$ cat src/hdl/cstl_pkg.sv
`timescale 1ns / 1ps

package cstl_pkg;

   localparam int QUEUE_DEPTH = 4;
   localparam int PTR_W = $clog2(QUEUE_DEPTH);
   localparam int CNT_W = $clog2(QUEUE_DEPTH + 1);

   localparam logic KIND_VALUE = 1'b0;
   localparam logic KIND_END   = 1'b1;

   localparam logic [3:0] TOK_ERROR = 4'd0;
   localparam logic [3:0] TOK_EOF   = 4'd1;
   localparam logic [3:0] TOK_IDENT = 4'd2;
   localparam logic [3:0] TOK_STR   = 4'd3;
   localparam logic [3:0] TOK_PUNCT = 4'd4;
   localparam logic [3:0] TOK_INT   = 4'd5;
   localparam logic [3:0] TOK_HEX   = 4'd6;
   localparam logic [3:0] TOK_OCT   = 4'd7;
   localparam logic [3:0] TOK_REAL  = 4'd8;

   localparam logic [3:0] ERR_NONE      = 4'd0;
   localparam logic [3:0] ERR_UNKNOWN   = 4'd1;
   localparam logic [3:0] ERR_EOF_STR   = 4'd2;
   localparam logic [3:0] ERR_EOF_ESC   = 4'd3;
   localparam logic [3:0] ERR_BAD_ESC   = 4'd4;
   localparam logic [3:0] ERR_DIGIT     = 4'd5;
   localparam logic [3:0] ERR_NO_HEX    = 4'd6;
   localparam logic [3:0] ERR_NO_FRAC   = 4'd7;
   localparam logic [3:0] ERR_NO_EXP    = 4'd8;

   localparam logic [7:0] CH_NUL       = 8'h00;
   localparam logic [7:0] CH_TAB       = 8'h09;
   localparam logic [7:0] CH_NL        = 8'h0A;
   localparam logic [7:0] CH_SPACE     = 8'h20;
   localparam logic [7:0] CH_QUOTE     = 8'h22;
   localparam logic [7:0] CH_HASH      = 8'h23;
   localparam logic [7:0] CH_PLUS      = 8'h2B;
   localparam logic [7:0] CH_MINUS     = 8'h2D;
   localparam logic [7:0] CH_DOT       = 8'h2E;
   localparam logic [7:0] CH_ZERO      = 8'h30;
   localparam logic [7:0] CH_SEVEN     = 8'h37;
   localparam logic [7:0] CH_NINE      = 8'h39;
   localparam logic [7:0] CH_UPPER_E   = 8'h45;
   localparam logic [7:0] CH_UPPER_X   = 8'h58;
   localparam logic [7:0] CH_BACKSLASH = 8'h5C;
   localparam logic [7:0] CH_UNDERSCORE = 8'h5F;
   localparam logic [7:0] CH_LOWER_E   = 8'h65;
   localparam logic [7:0] CH_LOWER_N   = 8'h6E;
   localparam logic [7:0] CH_LOWER_T   = 8'h74;
   localparam logic [7:0] CH_LOWER_X   = 8'h78;

   typedef enum logic [3:0] {
      ST_INIT    = 4'd0,
      ST_COMMENT = 4'd1,
      ST_IDENT   = 4'd2,
      ST_STRING  = 4'd3,
      ST_ESCAPE  = 4'd4,
      ST_PUNCT   = 4'd5,
      ST_ZERO    = 4'd6,
      ST_HEXREQ  = 4'd7,
      ST_HEXSEQ  = 4'd8,
      ST_OCTSEQ  = 4'd9,
      ST_DECSEQ  = 4'd10,
      ST_FRACREQ = 4'd11,
      ST_FRACSEQ = 4'd12,
      ST_EXPSIGN = 4'd13,
      ST_EXPREQ  = 4'd14,
      ST_EXPSEQ  = 4'd15
   } lex_state_type;

   typedef struct packed {
      logic       out_kind;
      logic [7:0] value_byte;
      logic [3:0] token_kind;
      logic [3:0] error_code;
      logic       last;
   } result_type;

   typedef struct packed {
      logic [1:0] count;
      result_type res0;
      result_type res1;
   } push_type;

   typedef struct packed {
      push_type      push;
      lex_state_type next_state;
      logic          next_dot;
   } step_out_type;

endpackage

$ cat src/hdl/cstl_if.sv
`timescale 1ns / 1ps

interface cstl_req_if;
   logic       valid;
   logic       ready;
   logic [7:0] in_byte;

   modport source (output valid, output in_byte, input ready);
   modport sink (input valid, input in_byte, output ready);
endinterface

interface cstl_rsp_if;
   logic       valid;
   logic       ready;
   logic       out_kind;
   logic [7:0] value_byte;
   logic [3:0] token_kind;
   logic [3:0] error_code;
   logic       last;

   modport source (output valid, output out_kind, output value_byte, output token_kind,
                   output error_code, output last, input ready);
   modport sink (input valid, input out_kind, input value_byte, input token_kind,
                 input error_code, input last, output ready);
endinterface

$ cat src/hdl/cstl_step.sv
`timescale 1ns / 1ps

module cstl_step
   import cstl_pkg::*;
(
   input  logic [7:0]    in_byte,
   input  lex_state_type state,
   input  logic          pending_dot,
   output step_out_type  step_out
);

   typedef struct packed {
      logic          consumed;
      logic          has_res;
      result_type    res;
      lex_state_type next_state;
      logic          next_dot;
   } scan_type;

   scan_type first;
   scan_type second;

   function automatic logic is_digit(logic [7:0] c);
      return c inside {[CH_ZERO:CH_NINE]};
   endfunction

   function automatic logic is_alpha(logic [7:0] c);
      return c inside {[8'h61:8'h7A], [8'h41:8'h5A]};
   endfunction

   function automatic logic is_alnum(logic [7:0] c);
      return is_digit(c) || is_alpha(c);
   endfunction

   function automatic logic is_xdigit(logic [7:0] c);
      return is_digit(c) || (c inside {[8'h61:8'h66], [8'h41:8'h46]});
   endfunction

   function automatic logic is_octal(logic [7:0] c);
      return c inside {[CH_ZERO:CH_SEVEN]};
   endfunction

   function automatic logic is_space(logic [7:0] c);
      return (c == CH_SPACE) || (c inside {[CH_TAB:8'h0D]});
   endfunction

   function automatic logic is_punct(logic [7:0] c);
      return c inside {[8'h21:8'h2F], [8'h3A:8'h40], [8'h5B:8'h60], [8'h7B:8'h7E]};
   endfunction

   function automatic result_type mk_byte(logic [7:0] c);
      result_type r;
      r = '0;
      r.out_kind = KIND_VALUE;
      r.value_byte = c;
      return r;
   endfunction

   function automatic result_type mk_end(logic [3:0] tok, logic [3:0] err);
      result_type r;
      r = '0;
      r.out_kind = KIND_END;
      r.token_kind = tok;
      r.error_code = err;
      return r;
   endfunction

   function automatic scan_type scan(lex_state_type st, logic dot, logic [7:0] c);
      scan_type s;
      s.consumed = 1'b1;
      s.has_res = 1'b0;
      s.res = '0;
      s.next_state = st;
      s.next_dot = dot;
      case (st)
         ST_INIT: begin
            if (c == CH_NUL) begin
               s.has_res = 1'b1;
               s.res = mk_end(TOK_EOF, ERR_NONE);
            end else if (is_space(c)) begin
               s.next_state = ST_INIT;
            end else if (c == CH_HASH) begin
               s.next_state = ST_COMMENT;
            end else if (c == CH_UNDERSCORE || is_alpha(c)) begin
               s.has_res = 1'b1;
               s.res = mk_byte(c);
               s.next_state = ST_IDENT;
            end else if (c == CH_QUOTE) begin
               s.next_state = ST_STRING;
            end else if (c == CH_ZERO) begin
               s.has_res = 1'b1;
               s.res = mk_byte(c);
               s.next_state = ST_ZERO;
            end else if (is_digit(c)) begin
               s.has_res = 1'b1;
               s.res = mk_byte(c);
               s.next_state = ST_DECSEQ;
            end else if (is_punct(c)) begin
               s.has_res = 1'b1;
               s.res = mk_byte(c);
               s.next_dot = (c == CH_DOT);
               s.next_state = ST_PUNCT;
            end else begin
               s.has_res = 1'b1;
               s.res = mk_end(TOK_ERROR, ERR_UNKNOWN);
            end
         end
         ST_COMMENT: begin
            if (c == CH_NUL) begin
               s.consumed = 1'b0;
               s.next_state = ST_INIT;
            end else if (c == CH_NL) begin
               s.next_state = ST_INIT;
            end
         end
         ST_IDENT: begin
            if (c == CH_UNDERSCORE || is_alnum(c)) begin
               s.has_res = 1'b1;
               s.res = mk_byte(c);
            end else begin
               s.consumed = 1'b0;
               s.has_res = 1'b1;
               s.res = mk_end(TOK_IDENT, ERR_NONE);
               s.next_state = ST_INIT;
            end
         end
         ST_STRING: begin
            if (c == CH_BACKSLASH) begin
               s.next_state = ST_ESCAPE;
            end else if (c == CH_NUL) begin
               s.has_res = 1'b1;
               s.res = mk_end(TOK_ERROR, ERR_EOF_STR);
               s.next_state = ST_INIT;
            end else if (c == CH_QUOTE) begin
               s.has_res = 1'b1;
               s.res = mk_end(TOK_STR, ERR_NONE);
               s.next_state = ST_INIT;
            end else begin
               s.has_res = 1'b1;
               s.res = mk_byte(c);
            end
         end
         ST_ESCAPE: begin
            s.has_res = 1'b1;
            s.next_state = ST_STRING;
            if (c == CH_NUL) begin
               s.res = mk_end(TOK_ERROR, ERR_EOF_ESC);
               s.next_state = ST_INIT;
            end else if (c == CH_QUOTE) begin
               s.res = mk_byte(CH_QUOTE);
            end else if (c == CH_LOWER_N) begin
               s.res = mk_byte(CH_NL);
            end else if (c == CH_LOWER_T) begin
               s.res = mk_byte(CH_TAB);
            end else if (c == CH_BACKSLASH) begin
               s.res = mk_byte(CH_BACKSLASH);
            end else if (c == CH_ZERO) begin
               s.res = mk_byte(CH_NUL);
            end else begin
               s.consumed = 1'b0;
               s.res = mk_end(TOK_ERROR, ERR_BAD_ESC);
               s.next_state = ST_INIT;
            end
         end
         ST_PUNCT: begin
            s.has_res = 1'b1;
            if (dot && is_digit(c)) begin
               s.res = mk_byte(c);
               s.next_state = ST_FRACSEQ;
            end else begin
               s.consumed = 1'b0;
               s.res = mk_end(TOK_PUNCT, ERR_NONE);
               s.next_state = ST_INIT;
            end
         end
         ST_ZERO: begin
            s.has_res = 1'b1;
            if (c == CH_LOWER_X || c == CH_UPPER_X) begin
               s.res = mk_byte(c);
               s.next_state = ST_HEXREQ;
            end else if (c == CH_DOT) begin
               s.res = mk_byte(c);
               s.next_state = ST_FRACREQ;
            end else if (is_octal(c)) begin
               s.res = mk_byte(c);
               s.next_state = ST_OCTSEQ;
            end else begin
               s.consumed = 1'b0;
               s.res = is_alnum(c) ? mk_end(TOK_ERROR, ERR_DIGIT) : mk_end(TOK_INT, ERR_NONE);
               s.next_state = ST_INIT;
            end
         end
         ST_HEXREQ: begin
            s.has_res = 1'b1;
            if (is_xdigit(c)) begin
               s.res = mk_byte(c);
               s.next_state = ST_HEXSEQ;
            end else begin
               s.consumed = 1'b0;
               s.res = mk_end(TOK_ERROR, ERR_NO_HEX);
               s.next_state = ST_INIT;
            end
         end
         ST_HEXSEQ: begin
            s.has_res = 1'b1;
            if (is_xdigit(c)) begin
               s.res = mk_byte(c);
            end else begin
               s.consumed = 1'b0;
               s.res = is_alnum(c) ? mk_end(TOK_ERROR, ERR_DIGIT) : mk_end(TOK_HEX, ERR_NONE);
               s.next_state = ST_INIT;
            end
         end
         ST_OCTSEQ: begin
            s.has_res = 1'b1;
            if (is_octal(c)) begin
               s.res = mk_byte(c);
            end else begin
               s.consumed = 1'b0;
               s.res = is_alnum(c) ? mk_end(TOK_ERROR, ERR_DIGIT) : mk_end(TOK_OCT, ERR_NONE);
               s.next_state = ST_INIT;
            end
         end
         ST_DECSEQ: begin
            s.has_res = 1'b1;
            if (is_digit(c)) begin
               s.res = mk_byte(c);
            end else if (c == CH_LOWER_E || c == CH_UPPER_E) begin
               s.res = mk_byte(c);
               s.next_state = ST_EXPSIGN;
            end else if (c == CH_DOT) begin
               s.res = mk_byte(c);
               s.next_state = ST_FRACREQ;
            end else begin
               s.consumed = 1'b0;
               s.res = is_alpha(c) ? mk_end(TOK_ERROR, ERR_DIGIT) : mk_end(TOK_INT, ERR_NONE);
               s.next_state = ST_INIT;
            end
         end
         ST_FRACREQ: begin
            s.has_res = 1'b1;
            if (is_digit(c)) begin
               s.res = mk_byte(c);
               s.next_state = ST_FRACSEQ;
            end else begin
               s.consumed = 1'b0;
               s.res = mk_end(TOK_ERROR, ERR_NO_FRAC);
               s.next_state = ST_INIT;
            end
         end
         ST_FRACSEQ: begin
            s.has_res = 1'b1;
            if (is_digit(c)) begin
               s.res = mk_byte(c);
            end else if (c == CH_LOWER_E || c == CH_UPPER_E) begin
               s.res = mk_byte(c);
               s.next_state = ST_EXPSIGN;
            end else begin
               s.consumed = 1'b0;
               s.res = is_alpha(c) ? mk_end(TOK_ERROR, ERR_DIGIT) : mk_end(TOK_REAL, ERR_NONE);
               s.next_state = ST_INIT;
            end
         end
         ST_EXPSIGN: begin
            s.has_res = 1'b1;
            if (c == CH_PLUS || c == CH_MINUS) begin
               s.res = mk_byte(c);
               s.next_state = ST_EXPREQ;
            end else if (is_digit(c)) begin
               s.res = mk_byte(c);
               s.next_state = ST_EXPSEQ;
            end else begin
               s.consumed = 1'b0;
               s.res = mk_end(TOK_ERROR, ERR_NO_EXP);
               s.next_state = ST_INIT;
            end
         end
         ST_EXPREQ: begin
            s.has_res = 1'b1;
            if (is_digit(c)) begin
               s.res = mk_byte(c);
               s.next_state = ST_EXPSEQ;
            end else begin
               s.consumed = 1'b0;
               s.res = mk_end(TOK_ERROR, ERR_NO_EXP);
               s.next_state = ST_INIT;
            end
         end
         default: begin
            s.has_res = 1'b1;
            if (is_digit(c)) begin
               s.res = mk_byte(c);
            end else begin
               s.consumed = 1'b0;
               s.res = is_alpha(c) ? mk_end(TOK_ERROR, ERR_DIGIT) : mk_end(TOK_REAL, ERR_NONE);
               s.next_state = ST_INIT;
            end
         end
      endcase
      return s;
   endfunction

   // A byte that ends a token without joining it goes through a second scan from the
   // initial state, so one byte yields at most two results.
   always_comb begin
      first = scan(state, pending_dot, in_byte);
      second = scan(ST_INIT, first.next_dot, in_byte);
      step_out = '0;
      if (first.consumed) begin
         step_out.next_state = first.next_state;
         step_out.next_dot = first.next_dot;
         step_out.push.count = {1'b0, first.has_res};
         step_out.push.res0 = first.res;
         step_out.push.res0.last = 1'b1;
      end else begin
         step_out.next_state = second.next_state;
         step_out.next_dot = second.next_dot;
         case ({first.has_res, second.has_res})
            2'b11: begin
               step_out.push.count = 2'd2;
               step_out.push.res0 = first.res;
               step_out.push.res1 = second.res;
               step_out.push.res1.last = 1'b1;
            end
            2'b10: begin
               step_out.push.count = 2'd1;
               step_out.push.res0 = first.res;
               step_out.push.res0.last = 1'b1;
            end
            2'b01: begin
               step_out.push.count = 2'd1;
               step_out.push.res0 = second.res;
               step_out.push.res0.last = 1'b1;
            end
            default: begin
               step_out.push.count = 2'd0;
            end
         endcase
      end
   end

endmodule

$ cat src/hdl/cstl_queue.sv
`timescale 1ns / 1ps

module cstl_queue
   import cstl_pkg::*;
(
   input  logic           clock,
   input  logic           reset,
   input  push_type       push,
   output logic           room,
   cstl_rsp_if.source     rsp_if
);

   result_type            entries_ff [QUEUE_DEPTH];
   logic [PTR_W-1:0]      rd_ptr_ff;
   logic [PTR_W-1:0]      rd_ptr_in;
   logic [PTR_W-1:0]      wr_ptr_ff;
   logic [PTR_W-1:0]      wr_ptr_in;
   logic [PTR_W-1:0]      wr_next;
   logic [CNT_W-1:0]      count_ff;
   logic [CNT_W-1:0]      count_in;
   logic                  pop;
   result_type            head;

   assign head = entries_ff[rd_ptr_ff];
   assign pop = rsp_if.valid && rsp_if.ready;
   assign wr_next = wr_ptr_ff + PTR_W'(1);
   assign room = count_ff <= CNT_W'(QUEUE_DEPTH - 2);

   assign rsp_if.valid = count_ff != '0;
   assign rsp_if.out_kind = head.out_kind;
   assign rsp_if.value_byte = head.value_byte;
   assign rsp_if.token_kind = head.token_kind;
   assign rsp_if.error_code = head.error_code;
   assign rsp_if.last = head.last;

   always_comb begin
      rd_ptr_in = pop ? rd_ptr_ff + PTR_W'(1) : rd_ptr_ff;
      wr_ptr_in = wr_ptr_ff + PTR_W'(push.count);
      count_in = count_ff + CNT_W'(push.count) - CNT_W'(pop);
   end

   always_ff @(posedge clock) begin
      if (reset) begin
         rd_ptr_ff <= '0;
         wr_ptr_ff <= '0;
         count_ff <= '0;
      end else begin
         rd_ptr_ff <= rd_ptr_in;
         wr_ptr_ff <= wr_ptr_in;
         count_ff <= count_in;
      end
   end

   always_ff @(posedge clock) begin
      if (push.count != 2'd0) begin
         entries_ff[wr_ptr_ff] <= push.res0;
      end
      if (push.count == 2'd2) begin
         entries_ff[wr_next] <= push.res1;
      end
   end

endmodule

$ cat src/hdl/c_style_token_lexer_core.sv
`timescale 1ns / 1ps

// Streaming C-style lexer. The req channel carries one source byte per beat, a zero
// byte marking end of input. The rsp channel carries one result per beat: either a
// value byte appended to the current token (escapes already translated) or a
// token-end beat with the token kind and error code. Each source byte gives zero,
// one or two result beats, and last marks the final beat caused by that byte.
// A byte lands in an input register at the accepting edge and is scanned in the
// following cycle; its results are written to a four-entry result queue at the
// first edge at which the queue has room, and are then offered on the rsp channel.
// The block accepts one byte per cycle while the queue has room for two results.
// While the receiver is ready, sustained throughput is one byte per cycle as long
// as bytes give at most one result on average; the rsp port delivers one beat per
// cycle, which sets the rate for bytes that close a token and start the next one.
// Reset clears the input register, the queue and the lexer state; the next byte is
// scanned from the initial state. When the receiver stalls, the queue fills, the
// input register holds its byte and req ready drops until space frees up.
module c_style_token_lexer_core
   import cstl_pkg::*;
(
   input  logic       clock,
   input  logic       reset,
   cstl_req_if.sink   req_if,
   cstl_rsp_if.source rsp_if
);

   logic          in_valid_ff;
   logic          in_valid_in;
   logic [7:0]    in_byte_ff;
   logic [7:0]    in_byte_in;
   lex_state_type state_ff;
   lex_state_type state_in;
   logic          pending_dot_ff;
   logic          pending_dot_in;
   logic          room;
   logic          advance;
   logic          req_fire;
   step_out_type  step_out;
   push_type      push;

   assign advance = in_valid_ff && room;
   assign req_if.ready = !in_valid_ff || advance;
   assign req_fire = req_if.valid && req_if.ready;

   always_comb begin
      in_valid_in = req_fire ? 1'b1 : (advance ? 1'b0 : in_valid_ff);
      in_byte_in = req_fire ? req_if.in_byte : in_byte_ff;
      state_in = advance ? step_out.next_state : state_ff;
      pending_dot_in = advance ? step_out.next_dot : pending_dot_ff;
      push = step_out.push;
      if (!advance) begin
         push.count = 2'd0;
      end
   end

   always_ff @(posedge clock) begin
      if (reset) begin
         in_valid_ff <= 1'b0;
         state_ff <= ST_INIT;
         pending_dot_ff <= 1'b0;
      end else begin
         in_valid_ff <= in_valid_in;
         state_ff <= state_in;
         pending_dot_ff <= pending_dot_in;
      end
   end

   always_ff @(posedge clock) begin
      in_byte_ff <= in_byte_in;
   end

   cstl_step u_step (
      .in_byte     (in_byte_ff),
      .state       (state_ff),
      .pending_dot (pending_dot_ff),
      .step_out    (step_out)
   );

   cstl_queue u_queue (
      .clock  (clock),
      .reset  (reset),
      .push   (push),
      .room   (room),
      .rsp_if (rsp_if)
   );

`ifndef SYNTHESIS
   a_held_byte: assert property (@(posedge clock) disable iff (reset)
      (in_valid_ff && !advance) |=> (in_valid_ff && $stable(in_byte_ff)))
      else $error("held input byte changed while waiting for queue room");

   a_two_results_last: assert property (@(posedge clock) disable iff (reset)
      (advance && step_out.push.count == 2'd2) |->
      (!step_out.push.res0.last && step_out.push.res1.last))
      else $error("last flag misplaced on a two-result byte");

   a_reset_state: assert property (@(posedge clock)
      reset |=> (state_ff == ST_INIT && !pending_dot_ff && !in_valid_ff))
      else $error("lexer state not cleared by reset");
`endif

endmodule
$ cat src/flat_wrapper.sv
// flat-port wrapper written by rule: the top's interface ports become plain ports
module c_style_token_lexer_core_flat import cstl_pkg::*;
  (clock, reset, req_if_valid, req_if_in_byte, req_if_ready, rsp_if_valid, rsp_if_out_kind, rsp_if_value_byte, rsp_if_token_kind, rsp_if_error_code, rsp_if_last, rsp_if_ready);
  cstl_req_if req_if_i ();
  cstl_rsp_if rsp_if_i ();
  input  logic clock;
  input  logic reset;
  input wire logic [$bits(req_if_i.valid)-1:0] req_if_valid;
  input wire logic [$bits(req_if_i.in_byte)-1:0] req_if_in_byte;
  output wire logic [$bits(req_if_i.ready)-1:0] req_if_ready;
  output wire logic [$bits(rsp_if_i.valid)-1:0] rsp_if_valid;
  output wire logic [$bits(rsp_if_i.out_kind)-1:0] rsp_if_out_kind;
  output wire logic [$bits(rsp_if_i.value_byte)-1:0] rsp_if_value_byte;
  output wire logic [$bits(rsp_if_i.token_kind)-1:0] rsp_if_token_kind;
  output wire logic [$bits(rsp_if_i.error_code)-1:0] rsp_if_error_code;
  output wire logic [$bits(rsp_if_i.last)-1:0] rsp_if_last;
  input wire logic [$bits(rsp_if_i.ready)-1:0] rsp_if_ready;
  assign req_if_i.valid = req_if_valid;
  assign req_if_i.in_byte = req_if_in_byte;
  assign req_if_ready = req_if_i.ready;
  assign rsp_if_valid = rsp_if_i.valid;
  assign rsp_if_out_kind = rsp_if_i.out_kind;
  assign rsp_if_value_byte = rsp_if_i.value_byte;
  assign rsp_if_token_kind = rsp_if_i.token_kind;
  assign rsp_if_error_code = rsp_if_i.error_code;
  assign rsp_if_last = rsp_if_i.last;
  assign rsp_if_i.ready = rsp_if_ready;
  c_style_token_lexer_core u_core (.clock(clock), .reset(reset), .req_if(req_if_i), .rsp_if(rsp_if_i));
endmodule
$ cat config.mk
export PLATFORM = sky130hd
export DESIGN_NAME = c_style_token_lexer_core_flat
export DESIGN_NICKNAME = d
export VERILOG_FILES = /design/src/hdl/cstl_pkg.sv /design/src/hdl/cstl_if.sv /design/src/hdl/cstl_step.sv /design/src/hdl/cstl_queue.sv /design/src/hdl/c_style_token_lexer_core.sv /design/src/flat_wrapper.sv
export SDC_FILE = /design/constraint.sdc
export NUM_CORES = 1
export LEC_CHECK = 0
export ABC_AREA = 1
export BUFFER_PORTS_ARGS = -buffer_cell sky130_fd_sc_hd__buf_2
export CAP_MARGIN = 15
export CORE_ASPECT_RATIO = 0.75
export CORE_MARGIN = 5
export CORE_UTILIZATION = 65
export DETAILED_ROUTE_END_ITERATION = 12
export PLACE_DENSITY = 0.84
export SLEW_MARGIN = 10
export SYNTH_ARGS = -nofsm -noshare
export SYNTH_HDL_FRONTEND = slang
export SYNTH_SLANG_ARGS = --single-unit
$ cat constraint.sdc
create_clock -name clock -period 5.1 [get_ports clock]
set_input_delay 0.765 -clock clock [delete_from_list [all_inputs] [get_ports clock]]
set_output_delay 0.765 -clock clock [all_outputs]
set_load 0.1 [all_outputs]
==> flow_summary.rst <==
.. list-table::
   :header-rows: 1

   * - Metric
     - Value
   * - Total of max-cap violations
     - 0
   * - Initial antenna violation count
     - 0
   * - Post-synth top area cell
     - edfxtp_1
   * - Clk pin slew, worst setup/hold paths
     - approximately 0.070 ns
   * - Initial Util
     - 65.7%
   * - Power per Cell Area
     - 448 nW/um^2
   * - Element type at the critical path start
     - register
   * - Num ports
     - 32
   * - Half-perimeter wire length after placement
     - 16.5 mm
   * - Global route total overflow
     - 0
   * - Critical path data arrival time
     - approximately 4 ns
   * - Worst-margin pin slew
     - 1.13 ns
   * - Layout cells sized above 1
     - 10.7%
   * - Ratio of routed vias to standard cells
     - around 6.5
   * - Worst Hold Margin
     - between 0.4 and 0.5 ns
   * - Post-detailed-route DRC marker count
     - 0
   * - Gr usage total
     - between 30% and 40%
   * - Via count of the first global-routing pass
     - about 6800
   * - Drt first pass iters
     - 7
   * - Number of H-tree levels
     - 3
   * - Clock period minus final worst setup slack
     - slightly below 4 ns
   * - Synthesis-stage register bit count
     - 95
   * - Clock network fraction of total power
     - 20.0%
   * - Maximum clock frequency
     - approximately 250 MHz
   * - Maximum number of pins on one net before global-route repair
     - 52
   * - Cell count after synthesis
     - 971
   * - Fin crit share
     - between 70% and 80%
   * - VDD IR max
     - 0.549 mV
   * - Number of nets in the synthesized netlist
     - between 900 and 1000
   * - Hold Path Cell Cnt
     - 2
   * - Die Area
     - 12400 um^2
   * - Final cell count without fillers
     - 1127
   * - Die boundary height
     - slightly below 100 um
   * - DRT antenna net count
     - 0
   * - Number of antenna cells inserted
     - 0
   * - Leading cell type by number of instances after synthesis
     - nand2_1
   * - Setup CP Type
     - reg -> reg
   * - Placed instance count
     - 1111
   * - Leading post-synthesis cells by cell area
     - edfxtp_1 (25%), nand2_1 (14%), dfxtp_1 (12%), nand3_1 (11%), nor2_1 (7.4%)
   * - Share of the yosys chip area belonging to registers
     - 37.0%
   * - TritonCTS clock tree
     - done
   * - Endpoint kind of the worst setup timing path
     - register
   * - Most frequent cells after synthesis
     - nand2_1 (243), nand3_1 (146), nor2_1 (131), o21ai_0 (69), inv_1 (63)
   * - Number of enable flip-flop cells after synthesis
     - 56
   * - Weighted congestion reported at the end of routability-driven placement
     - 1.05
   * - Layout Area Growth over Synthesis
     - 6.88%
   * - Setup Skew
     - 0.00751 ns
   * - CTS root buffer
     - clkbuf_16
   * - Final Instance Area
     - 7120 um^2
   * - Count of pins over their slew limit
     - 0
   * - Die X
     - about 130 um
   * - Path class of the lowest-slack min-delay path
     - reg -> reg
   * - Sw power
     - about 1.6 mW
   * - Mean instance size in the synthesized netlist
     - 6.86 um^2
   * - Setup repair after global routing missed its margin
     - no
   * - Unique masters post-synth
     - 43
   * - Number of violations reported at the end of detailed-routing iteration 0
     - 1303
   * - Post-synth top flop
     - edfxtp_1
   * - Skew-Pair Late Insertion Delay
     - approximately 0.35 ns
   * - Req. time, crit path
     - 5.08 ns
   * - Static leakage
     - 3.39 nW
   * - CTS sink count
     - 95
   * - Comb pwr share
     - 49.5%
   * - Max Root-Sink Buffers
     - 2
   * - Synth async-reset ratio
     - 0%
   * - Area inside the core boundary
     - around 10000 um^2
   * - Utilization after layout
     - 70.3%
   * - Area post-placement
     - slightly below 7000 um^2
   * - Worst-case reg-to-reg path depth
     - 15
   * - Endpoints failing hold
     - 0
   * - Number of buffers inserted by hold repair at cts
     - 0
   * - Internal power
     - 1.54 mW
   * - Highest net fanout along the worst path
     - 22
   * - Setup fix buffers added after clock tree synthesis
     - 0
   * - Port Buf Inserts
     - 31
   * - Net Sw Frac
     - just over 50%
   * - Number of nets in the final layout
     - 1008
   * - Standard-cell row count
     - 32
   * - Portion of synthesized cell area occupied by the leading cell type
     - 25.2%
   * - Via count
     - 7300
   * - Average detailed-routed wire length per instance
     - approximately 20 um
   * - Number of buffers created by CTS
     - 9
   * - Wire length reported by the detailed router
     - 22.5 mm
   * - Synth warnings
     - 0
   * - Mapped Area
     - 6660 um^2
   * - First-pass GRT wire length
     - around 36 mm
   * - Register share of total power
     - 30.4%
   * - Number of resized instances in the post-cts repair step
     - 0
   * - Accumulated negative setup slack
     - 0 ns
   * - Worst-case headroom to the max-slew limit
     - between 20% and 30%
   * - Run status
     - complete, no violations
   * - Number of endpoints failing setup at the final stage
     - 0
cell type report:
cell class / instances / area, um^2
multi-input cells: 760 / 3690
clock buffers: 11 / 243
flip-flops and latches: 95 / 2460
clock inverters: 5 / 32.5
fillers: 819 / 3010
well taps: 136 / 170
inverters: 83 / 317
repair buffers: 37 / 200
power by group through the flow:
| stage | clock [mW] | sequential [mW] | combinational [mW] |
|---|---|---|---|
| finish | 0.638 | 0.971 | 1.58 |
| global route | 0.664 | 0.981 | 1.69 |
| CTS | 0.629 | 0.968 | 1.55 |
| detailed placement | 0 | 0.985 | 1.53 |
| global placement | 0 | 0.979 | 1.51 |
| floorplan | 0 | 0.954 | 1.27 |
final timing paths:
check,start,slack [ns],end
setup reg to reg,u_core.in_byte_ff[1],1.17,u_core.u_queue.entries_ff[1][14]
setup / recovery,u_core.in_byte_ff[1],1.17,u_core.u_queue.entries_ff[1][14]
hold / removal,u_core.u_queue.entries_ff[1][7],0.47,u_core.u_queue.entries_ff[1][7]
hold reg to reg,u_core.u_queue.entries_ff[1][7],0.47,u_core.u_queue.entries_ff[1][7]
metal layers:
| layer | global-route usage [%] | vias to the layer above | share of wire [%] |
|---|---|---|---|
| met5 | 0 | - | 0 |
| met4 | 11.9 | 0 | 3.8 |
| met2 | 53.7 | 620 | 42 |
| met3 | 11.1 | 100 | 15 |
| li1 | - | 3301 | - |
| met1 | 52.7 | 3279 | 39 |
registers in the layout, indices dropped and copies added (netlist names), named ones only:
signal and count:
u_core.u_queue.count_ff 3, u_core.u_queue.entries_ff 72, u_core.u_queue.wr_ptr_ff 2, u_core.in_valid_ff 1
u_core.u_queue.rd_ptr_ff 2, u_core.state_ff 4, u_core.pending_dot_ff 1, u_core.in_byte_ff 8
cells by family (layout without fill, tap and decap cells):
| family | Yosys count | count (layout) | share of synthesized area [%] |
|---|---|---|---|
| xor gates and xnor gates | 2 | 2 | 0.263 |
| adders and majority gates | 10 | 10 | 1.99 |
| DFF | 95 | 95 | 37.0 |
| and+or+nand+nor | 601 | 601 | 41.3 |
| AOI/OAI and AO/OA | 147 | 147 | 11.9 |
| buffers and inverters | 116 | 136 | 7.57 |
cells in the final DEF, fill, tap and decap left out, drive strengths merged:
cell       n
nor4       2
o2111ai    1
or2       15
and3       1
a21oi     35
nor4b      1
o221ai     2
o211ai     6
edfxtp    56
inv       84
nand2    261
clkinv     4
dfxtp     39
nor3b      2
clkbuf    11
nand3    154
o21bai     1
nor2     141
buf       37
fa         1
a22oi      1
xor2       2
o21ai     82
nand3b     1
nand4     13
o22ai     19
ha         9
nor3      10
critical path: stages (launching register included):
cell and delay (ns):
edfxtp_1 0.64, inv_2 0.15, nor2_1 0.19, nor2_1 0.08, a21oi_2 0.16, nand2_1 0.15, nor2_2 0.32, nand2_1 0.08
nand2_1 0.15, ha_1 0.18, nand2_1 0.13, nor2_8 0.21, inv_4 0.05, nand2_4 0.23, nand2_1 0.25, nand2_1 0.55
metrics by stage:
| stage | total power [mW] | setup slack [ns] |
|---|---|---|
| final | 3.19 | 1.17 |
| after global routing | 3.33 | 0.788 |
| after CTS | 3.15 | 1.25 |
| after floorplan | 2.23 | 1.91 |
| after global placement | 2.49 | 1.41 |
| after detailed placement | 2.52 | 1.28 |
(Power assumes the default switching activity.)
